File: src/design/tlr_pkg.sv
`timescale 1ns / 1ps

package tlr_pkg;

    // Logical drawing area.
    localparam int LOGICAL_WIDTH  = 320;
    localparam int LOGICAL_HEIGHT = 116;

    // Field widths.
    localparam int COORD_W  = 11;
    localparam int COLOR_W  = 24;
    localparam int BRUSH_W  = 5;
    localparam int CW_W     = 9;
    localparam int CH_W     = 7;
    localparam int SPAN_W   = 12;
    localparam int ERR_W    = 14;
    localparam int INK_W    = 16;
    localparam int ADDR_W   = 16;
    localparam int POS_W    = 13;

    // Stream packing.
    localparam int S_TDATA_W   = 80;
    localparam int SX_LSB      = 0;
    localparam int SY_LSB      = 11;
    localparam int EX_LSB      = 22;
    localparam int EY_LSB      = 33;
    localparam int COLOR_LSB   = 44;
    localparam int BRUSH_LSB   = 68;
    localparam int M_TDATA_W   = 32;
    localparam int M_TUSER_W   = 2;
    localparam int TUSER_VALID = 0;
    localparam int TUSER_IDLE  = 1;

    // Commands carried in the input tuser bit.
    localparam logic CMD_LOAD = 1'b0;
    localparam logic CMD_STEP = 1'b1;

    // Configuration register indexes.
    localparam logic CFG_CANVAS_WIDTH  = 1'b0;
    localparam logic CFG_CANVAS_HEIGHT = 1'b1;
    localparam logic [CW_W-1:0] CANVAS_WIDTH_RESET  = 9'd320;
    localparam logic [CH_W-1:0] CANVAS_HEIGHT_RESET = 7'd116;

    // Scaling: pixel coordinate times canvas size, then divided by the
    // logical size through a rounded-up reciprocal. The shift is chosen so
    // that product * divisor stays below 2**shift, which makes it exact.
    localparam int XPIX_W  = $clog2(LOGICAL_WIDTH);
    localparam int YPIX_W  = $clog2(LOGICAL_HEIGHT);
    localparam int XPROD_W = XPIX_W + CW_W;
    localparam int YPROD_W = YPIX_W + CH_W;
    localparam int SX_SHIFT = XPROD_W + $clog2(LOGICAL_WIDTH);
    localparam int SY_SHIFT = YPROD_W + $clog2(LOGICAL_HEIGHT);
    localparam int RX_W = SX_SHIFT - $clog2(LOGICAL_WIDTH) + 2;
    localparam int RY_W = SY_SHIFT - $clog2(LOGICAL_HEIGHT) + 2;
    localparam longint RX_L = ((64'd1 << SX_SHIFT) + LOGICAL_WIDTH - 1) / LOGICAL_WIDTH;
    localparam longint RY_L = ((64'd1 << SY_SHIFT) + LOGICAL_HEIGHT - 1) / LOGICAL_HEIGHT;
    localparam logic [RX_W-1:0] RECIP_X = RX_W'(RX_L);
    localparam logic [RY_W-1:0] RECIP_Y = RY_W'(RY_L);

    typedef struct packed {
        logic load;
        logic capture;
        logic prod;
        logic recip;
        logic emit;
    } tlr_cmd_t;

    typedef struct packed {
        logic out_busy;
    } tlr_status_t;

endpackage

File: src/design/tlr_ctrl.sv
`timescale 1ns / 1ps

module tlr_ctrl
(
    input  logic                 clk,
    input  logic                 rst_n,
    input  logic                 s_axis_tvalid,
    input  logic                 s_axis_tuser,
    output logic                 s_axis_tready,
    input  tlr_pkg::tlr_status_t status,
    output tlr_pkg::tlr_cmd_t    cmd
);

    localparam logic [1:0] ST_IDLE  = 2'd0;
    localparam logic [1:0] ST_PROD  = 2'd1;
    localparam logic [1:0] ST_RECIP = 2'd2;
    localparam logic [1:0] ST_EMIT  = 2'd3;

    logic [1:0] state_reg;
    logic [1:0] state_next;

    always_comb
    begin
        state_next    = state_reg;
        cmd           = '0;
        s_axis_tready = 1'b0;
        case (state_reg)
            ST_IDLE:
            begin
                s_axis_tready = 1'b1;
                if (s_axis_tvalid)
                begin
                    if (s_axis_tuser == tlr_pkg::CMD_LOAD)
                    begin
                        cmd.load = 1'b1;
                    end
                    else
                    begin
                        cmd.capture = 1'b1;
                        state_next  = ST_PROD;
                    end
                end
            end
            ST_PROD:
            begin
                cmd.prod   = 1'b1;
                state_next = ST_RECIP;
            end
            ST_RECIP:
            begin
                cmd.recip  = 1'b1;
                state_next = ST_EMIT;
            end
            ST_EMIT:
            begin
                // Hold the finished item until the output register frees up.
                if (!status.out_busy)
                begin
                    cmd.emit   = 1'b1;
                    state_next = ST_IDLE;
                end
            end
            default:
            begin
                state_next = ST_IDLE;
            end
        endcase
    end

    always_ff @(posedge clk or negedge rst_n)
    begin
        if (!rst_n)
        begin
            state_reg <= ST_IDLE;
        end
        else
        begin
            state_reg <= state_next;
        end
    end

endmodule

File: src/design/tlr_datapath.sv
`timescale 1ns / 1ps

module tlr_datapath
(
    input  logic                                clk,
    input  logic                                rst_n,
    input  logic                                cfg_we,
    input  logic                                cfg_index,
    input  logic [tlr_pkg::CW_W-1:0]            cfg_data,
    input  logic [tlr_pkg::S_TDATA_W-1:0]       s_axis_tdata,
    input  tlr_pkg::tlr_cmd_t                   cmd,
    output tlr_pkg::tlr_status_t                status,
    output logic                                m_axis_tvalid,
    input  logic                                m_axis_tready,
    output logic [tlr_pkg::M_TDATA_W-1:0]       m_axis_tdata,
    output logic [tlr_pkg::M_TUSER_W-1:0]       m_axis_tuser,
    output logic                                m_axis_tlast
);

    // Configuration.
    logic [tlr_pkg::CW_W-1:0] canvas_w_reg;
    logic [tlr_pkg::CH_W-1:0] canvas_h_reg;

    // Line state.
    logic                              active_reg;
    logic signed [tlr_pkg::COORD_W-1:0] cur_x_reg, cur_y_reg, goal_x_reg, goal_y_reg;
    logic signed [tlr_pkg::COORD_W-1:0] cur_x_next, cur_y_next;
    logic                              step_neg_x_reg, step_neg_y_reg;
    logic [tlr_pkg::SPAN_W-1:0]        span_x_reg, span_y_reg;
    logic signed [tlr_pkg::ERR_W-1:0]  err_reg, err_next;
    logic [tlr_pkg::BRUSH_W-1:0]       brush_dx_reg, brush_dy_reg, brush_size_reg;
    logic [tlr_pkg::BRUSH_W-1:0]       brush_dx_next, brush_dy_next;
    logic                              active_next;
    logic [tlr_pkg::INK_W-1:0]         ink_reg;

    // Pipeline of one step.
    logic                              inside_reg, idle_p_reg, done_p_reg;
    logic [tlr_pkg::INK_W-1:0]         value_p_reg;
    logic [tlr_pkg::XPIX_W-1:0]        xpix_reg;
    logic [tlr_pkg::YPIX_W-1:0]        ypix_reg;
    logic [tlr_pkg::XPROD_W-1:0]       xprod_reg;
    logic [tlr_pkg::YPROD_W-1:0]       yprod_reg;
    logic [tlr_pkg::CW_W-1:0]          px_reg;
    logic [tlr_pkg::CH_W-1:0]          py_reg;

    // Output register.
    logic                              out_valid_reg;
    logic [tlr_pkg::M_TDATA_W-1:0]     out_data_reg;
    logic [tlr_pkg::M_TUSER_W-1:0]     out_user_reg;
    logic                              out_last_reg;

    // Load decode.
    logic signed [tlr_pkg::COORD_W-1:0] ld_x1, ld_y1, ld_x2, ld_y2;
    logic signed [tlr_pkg::SPAN_W-1:0]  diff_x, diff_y;
    logic [tlr_pkg::SPAN_W-1:0]         abs_x, abs_y;
    logic [tlr_pkg::COLOR_W-1:0]        ld_rgb;

    assign ld_x1  = s_axis_tdata[tlr_pkg::SX_LSB +: tlr_pkg::COORD_W];
    assign ld_y1  = s_axis_tdata[tlr_pkg::SY_LSB +: tlr_pkg::COORD_W];
    assign ld_x2  = s_axis_tdata[tlr_pkg::EX_LSB +: tlr_pkg::COORD_W];
    assign ld_y2  = s_axis_tdata[tlr_pkg::EY_LSB +: tlr_pkg::COORD_W];
    assign ld_rgb = s_axis_tdata[tlr_pkg::COLOR_LSB +: tlr_pkg::COLOR_W];
    assign diff_x = {ld_x2[tlr_pkg::COORD_W-1], ld_x2} - {ld_x1[tlr_pkg::COORD_W-1], ld_x1};
    assign diff_y = {ld_y2[tlr_pkg::COORD_W-1], ld_y2} - {ld_y1[tlr_pkg::COORD_W-1], ld_y1};
    assign abs_x  = diff_x[tlr_pkg::SPAN_W-1] ? tlr_pkg::SPAN_W'(-diff_x) : diff_x;
    assign abs_y  = diff_y[tlr_pkg::SPAN_W-1] ? tlr_pkg::SPAN_W'(-diff_y) : diff_y;

    // Brush pixel position and walk.
    logic [3:0]                        brush_low;
    logic signed [tlr_pkg::POS_W-1:0]  pos_x, pos_y;
    logic                              pos_inside, last_brush, at_goal;
    logic signed [15:0]                twice, neg_sy, sx16, err16;
    logic                              move_x, move_y;

    assign brush_low = brush_size_reg[tlr_pkg::BRUSH_W-1:1];
    assign pos_x = tlr_pkg::POS_W'(cur_x_reg) - $signed({9'd0, brush_low})
                 + $signed({8'd0, brush_dx_reg});
    assign pos_y = tlr_pkg::POS_W'(cur_y_reg) - $signed({9'd0, brush_low})
                 + $signed({8'd0, brush_dy_reg});
    assign pos_inside = (brush_size_reg != '0)
                     && (pos_x >= 0) && (pos_x < tlr_pkg::POS_W'(tlr_pkg::LOGICAL_WIDTH))
                     && (pos_y >= 0) && (pos_y < tlr_pkg::POS_W'(tlr_pkg::LOGICAL_HEIGHT));
    assign last_brush = (brush_size_reg == '0)
                     || ((brush_dx_reg == brush_size_reg - 5'd1)
                         && (brush_dy_reg == brush_size_reg - 5'd1));
    assign at_goal = (cur_x_reg == goal_x_reg) && (cur_y_reg == goal_y_reg);

    assign err16  = 16'(err_reg);
    assign twice  = err16 <<< 1;
    assign neg_sy = -$signed({4'd0, span_y_reg});
    assign sx16   = $signed({4'd0, span_x_reg});
    assign move_x = (twice >= neg_sy);
    assign move_y = (twice <= sx16);

    always_comb
    begin
        brush_dx_next = brush_dx_reg;
        brush_dy_next = brush_dy_reg;
        cur_x_next    = cur_x_reg;
        cur_y_next    = cur_y_reg;
        err_next      = err_reg;
        active_next   = active_reg;
        if (!last_brush)
        begin
            if (brush_dx_reg == brush_size_reg - 5'd1)
            begin
                brush_dx_next = '0;
                brush_dy_next = brush_dy_reg + 5'd1;
            end
            else
            begin
                brush_dx_next = brush_dx_reg + 5'd1;
            end
        end
        else
        begin
            brush_dx_next = '0;
            brush_dy_next = '0;
            if (at_goal)
            begin
                active_next = 1'b0;
            end
            else
            begin
                err_next = tlr_pkg::ERR_W'(err16 + (move_x ? neg_sy : 16'sd0)
                                                 + (move_y ? sx16 : 16'sd0));
                if (move_x)
                begin
                    cur_x_next = step_neg_x_reg ? cur_x_reg - 11'sd1 : cur_x_reg + 11'sd1;
                end
                if (move_y)
                begin
                    cur_y_next = step_neg_y_reg ? cur_y_reg - 11'sd1 : cur_y_reg + 11'sd1;
                end
            end
        end
    end

    // Control state and configuration.
    always_ff @(posedge clk or negedge rst_n)
    begin
        if (!rst_n)
        begin
            canvas_w_reg   <= tlr_pkg::CANVAS_WIDTH_RESET;
            canvas_h_reg   <= tlr_pkg::CANVAS_HEIGHT_RESET;
            active_reg     <= 1'b0;
            cur_x_reg      <= '0;
            cur_y_reg      <= '0;
            goal_x_reg     <= '0;
            goal_y_reg     <= '0;
            step_neg_x_reg <= 1'b0;
            step_neg_y_reg <= 1'b0;
            span_x_reg     <= '0;
            span_y_reg     <= '0;
            err_reg        <= '0;
            brush_dx_reg   <= '0;
            brush_dy_reg   <= '0;
            brush_size_reg <= '0;
            ink_reg        <= '0;
            out_valid_reg  <= 1'b0;
        end
        else
        begin
            if (cfg_we)
            begin
                if (cfg_index == tlr_pkg::CFG_CANVAS_WIDTH)
                begin
                    canvas_w_reg <= cfg_data;
                end
                else
                begin
                    canvas_h_reg <= cfg_data[tlr_pkg::CH_W-1:0];
                end
            end

            if (cmd.load)
            begin
                cur_x_reg      <= ld_x1;
                cur_y_reg      <= ld_y1;
                goal_x_reg     <= ld_x2;
                goal_y_reg     <= ld_y2;
                step_neg_x_reg <= !(ld_x1 < ld_x2);
                step_neg_y_reg <= !(ld_y1 < ld_y2);
                span_x_reg     <= abs_x;
                span_y_reg     <= abs_y;
                err_reg        <= tlr_pkg::ERR_W'($signed({2'd0, abs_x})
                                                - $signed({2'd0, abs_y}));
                ink_reg        <= {ld_rgb[23:19], ld_rgb[15:10], ld_rgb[7:3]};
                brush_size_reg <= s_axis_tdata[tlr_pkg::BRUSH_LSB +: tlr_pkg::BRUSH_W];
                brush_dx_reg   <= '0;
                brush_dy_reg   <= '0;
                active_reg     <= 1'b1;
            end
            else if (cmd.capture && active_reg)
            begin
                brush_dx_reg <= brush_dx_next;
                brush_dy_reg <= brush_dy_next;
                cur_x_reg    <= cur_x_next;
                cur_y_reg    <= cur_y_next;
                err_reg      <= err_next;
                active_reg   <= active_next;
            end

            if (cmd.emit)
            begin
                out_valid_reg <= 1'b1;
            end
            else if (m_axis_tready)
            begin
                out_valid_reg <= 1'b0;
            end
        end
    end

    // Scaling pipeline and output payload.
    logic [tlr_pkg::XPROD_W+tlr_pkg::RX_W-1:0] xq_full;
    logic [tlr_pkg::YPROD_W+tlr_pkg::RY_W-1:0] yq_full;
    logic [tlr_pkg::CH_W+tlr_pkg::CW_W:0]      addr_full;

    assign xq_full   = xprod_reg * tlr_pkg::RECIP_X;
    assign yq_full   = yprod_reg * tlr_pkg::RECIP_Y;
    assign addr_full = {{(tlr_pkg::CW_W+1){1'b0}}, py_reg}
                     * {{(tlr_pkg::CH_W+1){1'b0}}, canvas_w_reg}
                     + {{(tlr_pkg::CH_W+1){1'b0}}, px_reg};

    always_ff @(posedge clk)
    begin
        if (cmd.capture)
        begin
            idle_p_reg  <= !active_reg;
            inside_reg  <= active_reg && pos_inside;
            done_p_reg  <= active_reg && last_brush && at_goal;
            value_p_reg <= active_reg ? ink_reg : '0;
            xpix_reg    <= pos_x[tlr_pkg::XPIX_W-1:0];
            ypix_reg    <= pos_y[tlr_pkg::YPIX_W-1:0];
        end
        if (cmd.prod)
        begin
            xprod_reg <= xpix_reg * canvas_w_reg;
            yprod_reg <= ypix_reg * canvas_h_reg;
        end
        if (cmd.recip)
        begin
            px_reg <= xq_full[tlr_pkg::SX_SHIFT +: tlr_pkg::CW_W];
            py_reg <= yq_full[tlr_pkg::SY_SHIFT +: tlr_pkg::CH_W];
        end
        if (cmd.emit)
        begin
            out_data_reg <= {value_p_reg,
                             inside_reg ? addr_full[tlr_pkg::ADDR_W-1:0] : 16'd0};
            out_user_reg <= {idle_p_reg, inside_reg};
            out_last_reg <= done_p_reg;
        end
    end

    assign status.out_busy = out_valid_reg && !m_axis_tready;
    assign m_axis_tvalid   = out_valid_reg;
    assign m_axis_tdata    = out_data_reg;
    assign m_axis_tuser    = out_user_reg;
    assign m_axis_tlast    = out_last_reg;

endmodule

File: src/design/thick_line_rasterizer_top.sv
`timescale 1ns / 1ps
// A load item gives no result; the next item is taken in the following cycle.
// A step item goes through capture, coordinate-times-canvas multiply, reciprocal multiply,
// then the row-stride multiply-add into the output register, which waits while it is held;
// the engine takes no new item until the step item has been through all of these.
// Reset is asynchronous and active low: no line active, canvas 320 x 116, output empty.

module thick_line_rasterizer_top
(
    input  logic                                clk,
    input  logic                                rst_n,
    input  logic                                cfg_we,
    input  logic                                cfg_index,
    input  logic [tlr_pkg::CW_W-1:0]            cfg_data,
    input  logic                                s_axis_tvalid,
    output logic                                s_axis_tready,
    // start_x[10:0], start_y[21:11], end_x[32:22], end_y[43:33],
    // color_rgb[67:44], brush_width[72:68], zero pad[79:73]
    input  logic [tlr_pkg::S_TDATA_W-1:0]       s_axis_tdata,
    // cmd[0]
    input  logic                                s_axis_tuser,
    output logic                                m_axis_tvalid,
    input  logic                                m_axis_tready,
    // pixel_address[15:0], pixel_value[31:16]
    output logic [tlr_pkg::M_TDATA_W-1:0]       m_axis_tdata,
    // write_valid[0], idle_step[1]
    output logic [tlr_pkg::M_TUSER_W-1:0]       m_axis_tuser,
    // line_done
    output logic                                m_axis_tlast
);

    tlr_pkg::tlr_cmd_t    cmd;
    tlr_pkg::tlr_status_t status;

    tlr_ctrl u_ctrl
    (
        .clk           (clk),
        .rst_n         (rst_n),
        .s_axis_tvalid (s_axis_tvalid),
        .s_axis_tuser  (s_axis_tuser),
        .s_axis_tready (s_axis_tready),
        .status        (status),
        .cmd           (cmd)
    );

    tlr_datapath u_datapath
    (
        .clk           (clk),
        .rst_n         (rst_n),
        .cfg_we        (cfg_we),
        .cfg_index     (cfg_index),
        .cfg_data      (cfg_data),
        .s_axis_tdata  (s_axis_tdata),
        .cmd           (cmd),
        .status        (status),
        .m_axis_tvalid (m_axis_tvalid),
        .m_axis_tready (m_axis_tready),
        .m_axis_tdata  (m_axis_tdata),
        .m_axis_tuser  (m_axis_tuser),
        .m_axis_tlast  (m_axis_tlast)
    );

endmodule

File: config.mk
export PLATFORM = sky130hd
export DESIGN_NAME = thick_line_rasterizer_top
export DESIGN_NICKNAME = d
export VERILOG_FILES = /design/src/design/tlr_pkg.sv /design/src/design/tlr_ctrl.sv /design/src/design/tlr_datapath.sv /design/src/design/thick_line_rasterizer_top.sv
export SDC_FILE = /design/constraint.sdc
export NUM_CORES = 2
export LEC_CHECK = 0
export BUFFER_PORTS_ARGS = -buffer_cell sky130_fd_sc_hd__clkbuf_2
export CAP_MARGIN = 20
export CORE_MARGIN = 5
export CORE_UTILIZATION = 55
export CTS_CLUSTER_SIZE = 24
export DETAILED_ROUTE_END_ITERATION = 10
export MAX_ROUTING_LAYER = met4
export PLACE_DENSITY = 0.72
export SLEW_MARGIN = 20
export SYNTH_ARGS = -nofsm -noshare
export SYNTH_HDL_FRONTEND = slang
export SYNTH_SLANG_ARGS = --single-unit
File: constraint.sdc
create_clock -name clk -period 7.7 [get_ports clk]
set_clock_uncertainty 0.15 [all_clocks]
set_input_delay 0.385 -clock clk [delete_from_list [all_inputs] [get_ports clk]]
set_output_delay 0.385 -clock clk [all_outputs]
set_load 0.005 [all_outputs]
Yosys cells after proc, flatten, opt, wreduce, memory -nomap -nowiden
Index checks and enable logic that the tools add are counted.
- bits of input ports: 96
- register bits after elaboration: 253
- reductions and logical operators: 34
- bitwise logic cells: 1
- multipliers: 5
- $lt $le $gt $ge: 8
- equal/unequal tests: 11
- multiplexer cells: 47
- add/sub/neg operators: 20
- operator list (kind ; count):
    $mux W11 ; 12
    $mux W14 ; 5
    $mux W5 ; 8
    $mul A18 B19 Y36 const B ; 1
    $mux W12 ; 3
    $add A14 B14 Y14 ; 2
    $mul A14 B15 Y28 const B ; 1
    $add A12 B6 Y13 ; 2
    $ge A13 B1 Y1 const B ; 2
    $neg A12 Y12 ; 2
    $sub A11 B11 Y12 ; 2
    $sub A11 B5 Y12 ; 2
    $add A11 B2 Y11 const B ; 2
    $eq A11 B11 Y1 ; 2
    $lt A11 B11 Y1 ; 2
    $sub A11 B2 Y11 const B ; 2
    $mul A9 B9 Y18 ; 1
    $add A16 B9 Y16 ; 1
    $ge A15 B16 Y1 ; 1
    $mul A7 B9 Y16 ; 1
    $neg A12 Y16 ; 1
    $le A15 B13 Y1 ; 1
    $mul A7 B7 Y14 ; 1
    $lt A13 B10 Y1 const B ; 1
    23 further kinds ; 68

Longest topological paths before layout
- depth after elaboration: 9
- depth in mapped cells: 27

Modules after synthesis
From an unflattened synthesis, not the netlist that was laid out.
- cells, all modules: 2955
- area, all modules: 29489.5 um2
- by module, submodules not included (module ; sequential area each (um2) ; area each (um2) ; cells an instance ; times used):
    tlr_datapath ; 6879.1 ; 29313.1 ; 2937 ; 1
    tlr_ctrl ; 50.0 ; 176.4 ; 18 ; 1

Worst setup path before layout
Ideal clock, no wire load.
- path kind: reg-to-reg
- from: register u_datapath.span_y_reg[4] (netlist name)
- to: register u_datapath.err_reg[13] (netlist name)
- path slack: 1.749 ns
- data arrival time: 5.736 ns
- data required time: 7.485 ns
- library setup time: 0.065 ns
- cell stages (with the launch flop): 28
- cells stage by stage: dfrtp_1 -> or4_1 -> nor3_1 -> nand2_1 -> or2_2 -> nor2_1 -> xor2_1 -> ha_1 -> and4_1 -> nand2_1 -> nor4_1 -> nor2_1 -> o211ai_1 -> clkbuf_1 -> nand2_1 -> fa_1 -> inv_1 -> ha_1 -> fa_1 -> a21o_1 -> a21oi_1 -> o21ai_0 -> a311oi_1 -> o21bai_1 -> a21o_1 -> nand3b_1 -> mux2_2 -> nand2_1
- longest elaborated chain between the ends: 9
- RTL lines (what ; line ; source):
    from (decl) ; tlr_datapath.sv:29 ; logic [tlr_pkg::SPAN_W-1:0] span_x_reg, span_y_reg;
    from (signal assigned) ; tlr_datapath.sv:185 ; span_y_reg <= abs_y;
    $neg A12 Y16 (*) ; tlr_datapath.sv:90 ; assign neg_sy = -$signed({4'd0, span_y_reg});
    $ge A15 B16 Y1 ; tlr_datapath.sv:92 ; assign move_x = (twice >= neg_sy);
    $mux W14 (*) ; tlr_datapath.sv:125 ; err_next = tlr_pkg::ERR_W'(err16 + (move_x ? neg_sy : 16'sd0)
    $add A14 B14 Y14 (*) ; tlr_datapath.sv:125 ;
    $add A14 B14 Y14 (*) ; tlr_datapath.sv:126 ; + (move_y ? sx16 : 16'sd0));
    $mux W14 (*) ; tlr_datapath.sv:119 ; if (at_goal)
    $mux W14 (*) ; tlr_datapath.sv:103 ; if (!last_brush)
    $mux W14 (*) ; tlr_datapath.sv:194 ; else if (cmd.capture && active_reg)
    $mux W14 (*) ; tlr_datapath.sv:176 ; if (cmd.load)
    to (signal assigned) ; tlr_datapath.sv:186 ; err_reg <= tlr_pkg::ERR_W'($signed({2'd0, abs_x})
    to (signal assigned) ; tlr_datapath.sv:200 ; err_reg <= err_next;
    to (decl) ; tlr_datapath.sv:30 ; logic signed [tlr_pkg::ERR_W-1:0] err_reg, err_next;
Mark *: on every way between the ends. The rest lies on a longest branch, timed or not. The select of a mux whose other input is x is not followed.
A chain may end at the register's enable or synchronous reset.

Worst setup path in the final report
Ends and elaborated chain as after synthesis.

==> results.json <==
{
  "first_iter_violations": 944,
  "h-tree-depth": 1,
  "ioPinCount": 133,
  "drive_gt1_frac": 0.07185,
  "dieArea_um2": 58630,
  "tns_ps": 0,
  "ys_seq_area_frac": 0.2338,
  "synth_top_flop_cell": "dfrtp_1",
  "cp.arrival_ps": 7300,
  "root_buffer": "clkbuf_16",
  "finalHoldViolations": 0,
  "wl_per_cell_um": 17.94,
  "cts-buffers-inserted": 29,
  "die_w_um": 242.1,
  "crit_path_max_incr_delay_ps": 580,
  "port_buffers": 117,
  "initial_core_util": 0.5529,
  "slew_headroom": 0.2931,
  "end_kind": "register",
  "status": "finished clean",
  "antenna_found_initial": 1,
  "cts_sinks": 253,
  "place_congestion": 0.9581,
  "first_global_vias": 23202,
  "grt_max_degree": 76,
  "firstDrtPassIters": 5,
  "synth.ff_latch_count": 253,
  "setup_viol_count_final": 0,
  "holdBufCountCts": 65,
  "fillCellCount": 4550,
  "placed_cells": 3836,
  "cp-start-kind": "register",
  "drt-total-wl_um": 70930,
  "syn_avg_cell_area_um2": 9.641,
  "clk-insertion-delay-late_ps": 580,
  "dp_slack_ps": 918.9,
  "cts_resized": 0,
  "dpl.hpwl_um": 58280,
  "worst_pin_slew_ps": 1060,
  "crit_slowest_cell": "or4_1",
  "cts_buffer_depth": 3,
  "maxSlewViolCount": 0,
  "diodes": 0,
  "ys_warn_count": 0,
  "ant_nets": 0,
  "vias": 21585,
  "cts_setup_buffers": 0,
  "rows": 85,
  "fmax_mhz": 144.3,
  "period_needed_ps": 6932,
  "synth_edf_count": 118,
  "grt.overflow.total": 0,
  "cp_num_buf_inv": 1,
  "coreArea_um2": 53600,
  "period_share": 0.9003,
  "rsz0062_at_grt": "no",
  "ys_async_sr_fraction": 0.5336,
  "largest_reg_flops": 32,
  "area.growth.synth_to_final_pct": 10.04,
  "cap_violations": 0,
  "final_cells": 3953,
  "worst_slack_ps": 767.9,
  "syn_inst": 3074,
  "crit_type": "register to register",
  "die_h_um": 242.1,
  "drc": 0,
  "cts_tree": "done",
  "synthesis.nets": 3948,
  "via_per_inst": 5.460,
  "fin_nets": 4110,
  "critPathMaxFanout": 8,
  "grt.total_usage": 0.2509,
  "timing.hold.ws_ps": 36.98,
  "required_ps": 8060,
  "grt_pass1_wl_um": 118000,
  "min_path_type": "input pin to register",
  "cpLargestDelayFamily": "compound AO/OA/AOI/OAI gates",
  "clk_pin_slew_worst_paths_ps": 70,
  "synth_cell_types": 72,
  "synth_area_um2": 29640
}
[cells by family after synthesis]
| family | share of synthesized area |
|---|---|
| fa+ha+maj | 0.4061 |
| compound gates | 0.08811 |
| flops | 0.2338 |
| mux | 0.01364 |
| xor+xnor | 0.05083 |
| buf+inv | 0.08026 |
| simple gates | 0.1272 |
[worst reg2reg max path, delay by kind of cell (launching register included)]
| family | cells | cell delay (ps) |
|---|---|---|
| AO/OA/AOI/OAI | 10 | 2460 |
| adder cells (fa/ha/maj) | 4 | 1330 |
| buffers and inverters | 1 | 220 |
| flip-flops | 1 | 410 |
| multiplexers | 1 | 290 |
| AND/OR/NAND/NOR | 9 | 2030 |
[placed cells by master, fill, tap and decap left out, types with 66 or more instances in the layout]
cell type	instances
inv_1	572
ha_1	474
nand2_1	334
fa_1	304
dfrtp_1	129
nor2_1	125
and2_1	119
edfxtp_1	118
clkbuf_2	116
a21oi_1	112
xnor2_1	106
o21ai_0	91
xor2_1	66
[final timing paths]
check / endpoint / cells after the start / slack, ps / startpoint
hold reg to reg: u_datapath.m_axis_tdata[27]$_DFFE_PP_ / 0 / 270 / u_datapath.value_p_reg[11]$_SDFFCE_PN0P_
setup reg to reg: u_datapath.err_reg[13]$_DFFE_PN0P_ / 25 / 770 / u_datapath.span_y_reg[4]$_DFFE_PN0P_
min in group asynchronous: u_datapath.ink_reg[3]$_DFFE_PN0P_ / 2 / 240 / rst_n
setup / recovery: u_datapath.err_reg[13]$_DFFE_PN0P_ / 25 / 770 / u_datapath.span_y_reg[4]$_DFFE_PN0P_
hold / removal: u_datapath.cur_x_reg[6]$_DFFE_PN0P_ / 3 / 40 / s_axis_tdata[6]
max in group asynchronous: u_datapath.canvas_h_reg[0]$_DFFE_PN0P_ / 3 / 5710 / rst_n
[final cells by class]
type | count | area (um^2) | area share
Multi-Input combinational cell | 2188 | 20350 | 0.6239
Sequential cell | 253 | 6929 | 0.2125
Inverter | 574 | 2155 | 0.06606
Timing Repair Buffer | 190 | 1303 | 0.03994
Tap cell | 696 | 870.8 | 0.02670
Clock buffer | 37 | 827.0 | 0.02536
Clock inverter | 15 | 181.4 | 0.005563
[metrics by stage]
step	util	cell area [um^2]
2_1_floorplan	-	29640
3_3_place_gp	0.5775	30950
3_5_place_dp	0.5775	30950
4_1_cts	0.6085	32610
5_1_grt	0.6085	32610
6_report	0.6085	32610
[routing by layer]
layer	track usage	wire, um	part of all wire	vias up
met3	0.02383	2856	0.040	153
met5	-	0	0	-
met1	0.3194	30450	0.43	10543
met4	0.08191	2749	0.039	0
met2	0.4268	34870	0.49	477
li1	-	-	-	10412
[synth_stat cells (11+ instances only)]
| cell type | n | area, um^2 |
|---|---|---|
| nand2_1 | 334 | 1254 |
| o211ai_1 | 20 | 150.1 |
| xor2_1 | 66 | 578.1 |
| nand3_1 | 33 | 165.2 |
| clkbuf_1 | 52 | 195.2 |
| edfxtp_1 | 118 | 3543 |
| inv_1 | 572 | 2147 |
| a211oi_1 | 28 | 210.2 |
| or2_2 | 11 | 68.82 |
| nor2_1 | 126 | 473.0 |
| nor3_1 | 41 | 205.2 |
| xnor2_1 | 106 | 928.4 |
| o21a_1 | 14 | 105.1 |
| and2_1 | 120 | 750.7 |
| a21o_1 | 32 | 240.2 |
| nor2b_1 | 31 | 193.9 |
| a31oi_1 | 12 | 75.07 |
| a21oi_1 | 112 | 560.5 |
| o21bai_1 | 15 | 112.6 |
| mux2_2 | 27 | 304.0 |
| o21ai_0 | 91 | 455.4 |
| ha_1 | 474 | 5931 |
| fa_1 | 304 | 6086 |
| dfrtp_1 | 129 | 3228 |
| nand2b_1 | 22 | 137.6 |
| nor4_1 | 17 | 106.4 |
| nand4_1 | 19 | 118.9 |
Power is left out: the tool's default activity adds up to more than one toggle a clock period on the data nets, which glitch-free logic cannot reach.
